[src/sv/rwli_pkg.sv]
`timescale 1ns / 1ps

package rwli_pkg;

    // Fixed field widths of the transaction payloads.
    localparam int SAMPLE_W   = 8;
    localparam int OFFSET_W   = 16;
    localparam int CHANNEL_W  = 3;
    localparam int POSITION_W = 7;
    localparam int COUNT_W    = 4;
    localparam int WIDTH_W    = 8;
    localparam int PROD_W     = 17;

    // Defaults for the top-level parameters.
    localparam int MAX_CHANNELS_DEF = 8;
    localparam int MAX_WIDTH_DEF    = 128;

    // A warp never emits more results than this.
    localparam int RESULT_LIMIT = 8;

    // Configuration register indexes.
    typedef enum logic [0:0] {
        CFG_CHANNEL_COUNT = 1'b0,
        CFG_ROW_WIDTH     = 1'b1
    } cfg_index_t;

    // Item modes.
    localparam logic MODE_LOAD = 1'b0;
    localparam logic MODE_WARP = 1'b1;

    // Control from the sequencer to the interpolation unit.
    typedef struct packed {
        logic load_right;
        logic load_prod;
        logic right_ok;
        logic left_ok;
    } interp_ctrl_t;

endpackage

[src/sv/rwli_interp.sv]
`timescale 1ns / 1ps

module rwli_interp (
    input  logic                                 aclk,
    input  rwli_pkg::interp_ctrl_t               ctrl,
    input  logic signed [rwli_pkg::SAMPLE_W-1:0] rd_data,
    input  logic signed [rwli_pkg::SAMPLE_W-1:0] frac,
    output logic signed [rwli_pkg::SAMPLE_W-1:0] value
);
    import rwli_pkg::*;

    logic signed [SAMPLE_W-1:0] right_reg;
    logic signed [SAMPLE_W-1:0] right_next;
    logic signed [PROD_W-1:0]   prod_reg;
    logic signed [PROD_W-1:0]   prod_next;
    logic signed [SAMPLE_W-1:0] left_smp;
    logic signed [SAMPLE_W:0]   diff;

    // Out-of-row indices read as zero.
    always_comb begin
        left_smp   = ctrl.left_ok ? rd_data : '0;
        right_next = ctrl.right_ok ? rd_data : '0;
        diff       = {left_smp[SAMPLE_W-1], left_smp} - {right_reg[SAMPLE_W-1], right_reg};
        prod_next  = diff * frac;
    end

    always_ff @(posedge aclk) begin
        if (ctrl.load_right) begin
            right_reg <= right_next;
        end
        if (ctrl.load_prod) begin
            prod_reg <= prod_next;
        end
    end

    // The right sample sits in the high byte, so only bits 15:8 of the product add to it.
    assign value = right_reg + prod_reg[2*SAMPLE_W-1:SAMPLE_W];

endmodule

[config.mk]
export PLATFORM = sky130hd
export DESIGN_NAME = rwli_interp
export DESIGN_NICKNAME = d
export VERILOG_FILES = /design/src/sv/rwli_pkg.sv /design/src/sv/rwli_interp.sv
export SDC_FILE = /design/constraint.sdc
export NUM_CORES = 1
export LEC_CHECK = 0
export ABC_AREA = 0
export BUFFER_PORTS_ARGS = -buffer_cell sky130_fd_sc_hd__buf_4
export CORE_MARGIN = 2
export CORE_UTILIZATION = 65
export DETAILED_ROUTE_END_ITERATION = 8
export PLACE_DENSITY = 0.87
export SLEW_MARGIN = 20
export SYNTH_ARGS = -nofsm -noshare
export SYNTH_HDL_FRONTEND = slang
export SYNTH_SLANG_ARGS = --single-unit
export TNS_END_PERCENT = 5
[constraint.sdc]
create_clock -name aclk -period 11.7 [get_ports aclk]
set_input_delay 1.17 -clock aclk [delete_from_list [all_inputs] [get_ports aclk]]
set_output_delay 1.17 -clock aclk [all_outputs]
set_load 0.01 [all_outputs]
# After elaboration in Yosys (flattened, before gate mapping)
# Index checks and enable logic that the tools add are counted.
# totals
ff_bits	24
input_bits	21
output_inout_bits	8
word_cells	6
# op_classes
addsub	2
mul	1
n_mux	1
# op_table
op	n
multiplier 9 x 8 -> 16 bit	1
subtractor 8 x 8 -> 9 bit	1
adder 8 bit	1
two-way mux 8 bit	1

# Longest topological paths before layout
# logic_depth
ltp_word	3
mapped_depth	25
mapped_depth_nobuf	25

# Worst setup path before layout
# No wires, ideal clock.
# synth_timing
path_type	input-to-reg
startpoint	in rd_data[1] (netlist name)
endpoint	reg prod_reg[14] (data pin)
setup_time_ps	262
arrival_time_ps	6737
required_time_ps	11438
slack_ps	4701
stages	24
n_path_buf	0
path_cell_list	and2_1 > ha_1 > nor2b_1 > o21ai_0 > a21boi_0 > o21ai_0 > a21oi_1 > o21a_1 > or3b_2 > fa_1 > fa_1 > inv_1 > fa_1 > inv_1 > fa_1 > inv_1 > ha_1 > a21o_1 > a21o_1 > a32o_1 > a221o_1 > a21oi_1 > o21bai_1 > xor2_1
# synth_via
elab_chain_cells	3
# synth_lines
item	line	source
start, declared	rwli_interp.sv:6	input logic signed [rwli_pkg::SAMPLE_W-1:0] rd_data,
two-way mux 8 bit	rwli_interp.sv:21	left_smp = ctrl.left_ok ? rd_data : '0;
subtractor 8 x 8 -> 9 bit	rwli_interp.sv:23	diff = {left_smp[SAMPLE_W-1], left_smp} - {right_reg[SAMPLE_W-1], right_reg};
multiplier 9 x 8 -> 16 bit	rwli_interp.sv:24	prod_next = diff * frac;
named net prod_next[14]	rwli_interp.sv:15	logic signed [PROD_W-1:0] prod_next;
end signal, assigned	rwli_interp.sv:32	prod_reg <= prod_next;
end, declared	rwli_interp.sv:14	logic signed [PROD_W-1:0] prod_reg;
# The timed path passes the listed nets, and every way through them passes these cells.
# A chain may end at the register's enable or synchronous reset.

# Worst setup path after layout
# layout_timing
startpoint	in ctrl[0] (netlist name)
endpoint	reg prod_reg[14] (data pin)
# layout_via
elab_chain_cells	3
# layout_lines
item	line	source
start, declared	rwli_interp.sv:5	input rwli_pkg::interp_ctrl_t ctrl,
two-way mux 8 bit	rwli_interp.sv:21	
subtractor 8 x 8 -> 9 bit	rwli_interp.sv:23	
multiplier 9 x 8 -> 16 bit	rwli_interp.sv:24	
named net prod_next[14]	rwli_interp.sv:15	
# The timed path passes the listed nets, and every way through them passes these cells.

==> reports/metrics.cfg <==
[outcome]
outcome = finished, final reports clean

[clocking]
cts.path.max_buffers = 2
cts.sinks = 16
cts.clk_slew.worst_paths_ps = 60
ctsRootBufferMaster = clkbuf_8
post_cts_resized = 0
ctsHoldBuffers = 0
cts-buffers-inserted = 3
postCtsSetupBuffers = 0
cts_tree = done
clk-insertion-delay-late_ps = 250
cts_max_level = 1

[route]
ant_nets = 0
via_count = 2764
via_per_inst = 5.53
drt_iter0_drc = 108
firstDrtPassIters = 4
wl_um = 7830
drc = 0
wl_per_cell_um = 15.7

[flow_run]
cap_violations = 0

[yosys]
synthFlopType = edfxtp_1
syn_nets = 525
netlist_area_sq_um = 3800
synth_cells = 400
yosysUniqueCellTypes = 38
synth_edf_count = 16
ys_warn_count = 0
ys_seq_area_share_pct = 12.7
async_flop_share_pct = 0
ys_ff_latch = 16
avgSynthCellArea_sq_um = 9.49

[sta]
drv_slew = 0
fin_crit_ps = 7450
setup_viol = 0
finalCritPeriodShare_pct = 63.7
max_freq_mhz = 134
worstMarginPinSlew_ps = 835
max_slew_margin_pct = 43.9
layout_setup_ws_ps = 4250
hold_viol = 0
grt_setup_unrepaired = false
fin_tns_setup_ps = 0
clock_skew_ps = 3.69

[layout]
final_cell_mix = 78 x inv_1, 55 x ha_1, 49 x fa_1
final_area_sq_um = 4130
diodes = 0
fillers = 420
drive_gt1_share_pct = 11.2
fin_nets = 555
final_common_cell = inv_1
syn2layout_area_growth_pct = 8.70

[worst_hold_path]
hold_path.class = in -> reg

[global_route]
grt_usage_pct = 27.8
grt_max_degree = 11
grt_util_met3_pct = 3.15
overflow = 0
antenna_found_initial = 0
busiest_layer = met2
grt_pass1_vias = 3093
gr-usage-met2_pct = 52.0
grt_pass1_wl_um = 14000
met1_usage_pct = 34.5

[worst_setup_path]
worstPathArrival_ps = 7440
cp-end-kind = register
cp.required_ps = 11690
path_class = in -> reg
worstPathMaxFanout = 8
cp-start-kind = input pin

[placed_design]
post-place-ws_ps = 4060
portBuffers = 28
place_congestion = 0.882
dpl_cell_area_sq_um = 4090
dp.final_hpwl_um = 6690

[floorplanning]
die_w_um = 80.4
die_h_um = 80.4
rows = 27
io_pins = 29
core_area_sq_um = 5570
dieArea_sq_um = 6470
initial_core_util_pct = 68.1

-- cells by family after synthesis --
family                   count (synthesis)  share of synthesized area, %
AO/OA/AOI/OAI                           49                          8.80
XOR/XNOR                                36                          9.16
adder cells (fa/ha/maj)                104                          44.0
buffers and inverters                   82                          8.24
flip-flops                              16                          12.7
AND/OR/NAND/NOR                        113                          17.2
-- worst paths after layout --
check,from,end,slack (ps),cells after the start
worst max-delay path,ctrl[0],prod_reg[14],4250,25
worst min-delay path,rd_data[0],right_reg[0],1210,2
worst max register to register,right_reg[1],prod_reg[14],4930,24
worst min register to register,right_reg[7],prod_reg[15],1850,9
-- Yosys cell counts (2+ instances only) --
library cell,n,area share (%)
o21a_1,3,0.59
o21ai_0,6,0.79
ha_1,55,18
inv_1,78,7.7
a21oi_1,19,2.5
a21o_1,7,1.4
a21o_2,3,0.69
nor2_1,15,1.5
nor3b_1,7,1.4
edfxtp_1,16,13
nor3_1,2,0.26
o21bai_1,4,0.79
clkbuf_1,3,0.30
xor2_1,9,2.1
xnor2_1,25,5.8
nand2_1,21,2.1
and2_1,47,7.7
fa_1,49,26
and3b_1,2,0.46
and2_2,6,1.2
nor2b_1,6,0.99
-- critical path: stages --
cell and delay [ps]:
buf_4 130, and2_1 170, ha_1 270, nor2b_1 130, o21ai_0 230, a21boi_0 140, o21ai_0 220, a21oi_1 140
nor3_1 700, or3b_2 250, fa_1 430, fa_1 510, inv_1 50, fa_1 470, inv_1 50, fa_1 530
inv_1 40, ha_1 310, a21o_1 160, a21o_1 160, a32o_1 260, a221o_1 400, a21oi_1 260, o21bai_1 120
xor2_1 150
-- final cells by class --
cell class	instances	area, sq um	share of cell area, %
clock buffers	3	41.3	1.00
inverters	79	302	7.31
multi-input cells	302	3000	72.8
flip-flops and latches	16	480	11.6
well taps	72	90.1	2.18
repair buffers	28	210	5.09
-- metal layers --
metal	vias to the layer above	wire length, um	share of wire (%)
met5	-	0	0
met4	0	89	1.1
met3	10	215	2.7
met2	43	4180	53
met1	1387	3350	43
li1	1324	-	-
-- stage by stage --
stage                     utilization (%)  hold WS [ps]  instances
after CTS                            74.0          1210        500
final                                74.0          1210        500
after global routing                 74.0          1210        500
after floorplan                         -          1280        400
after detailed placement             73.3          1460        497
after global placement               73.3          1460        497
Power is left out: the tool's default activity adds up to more than one toggle a clock period on the data nets, which glitch-free logic cannot reach.
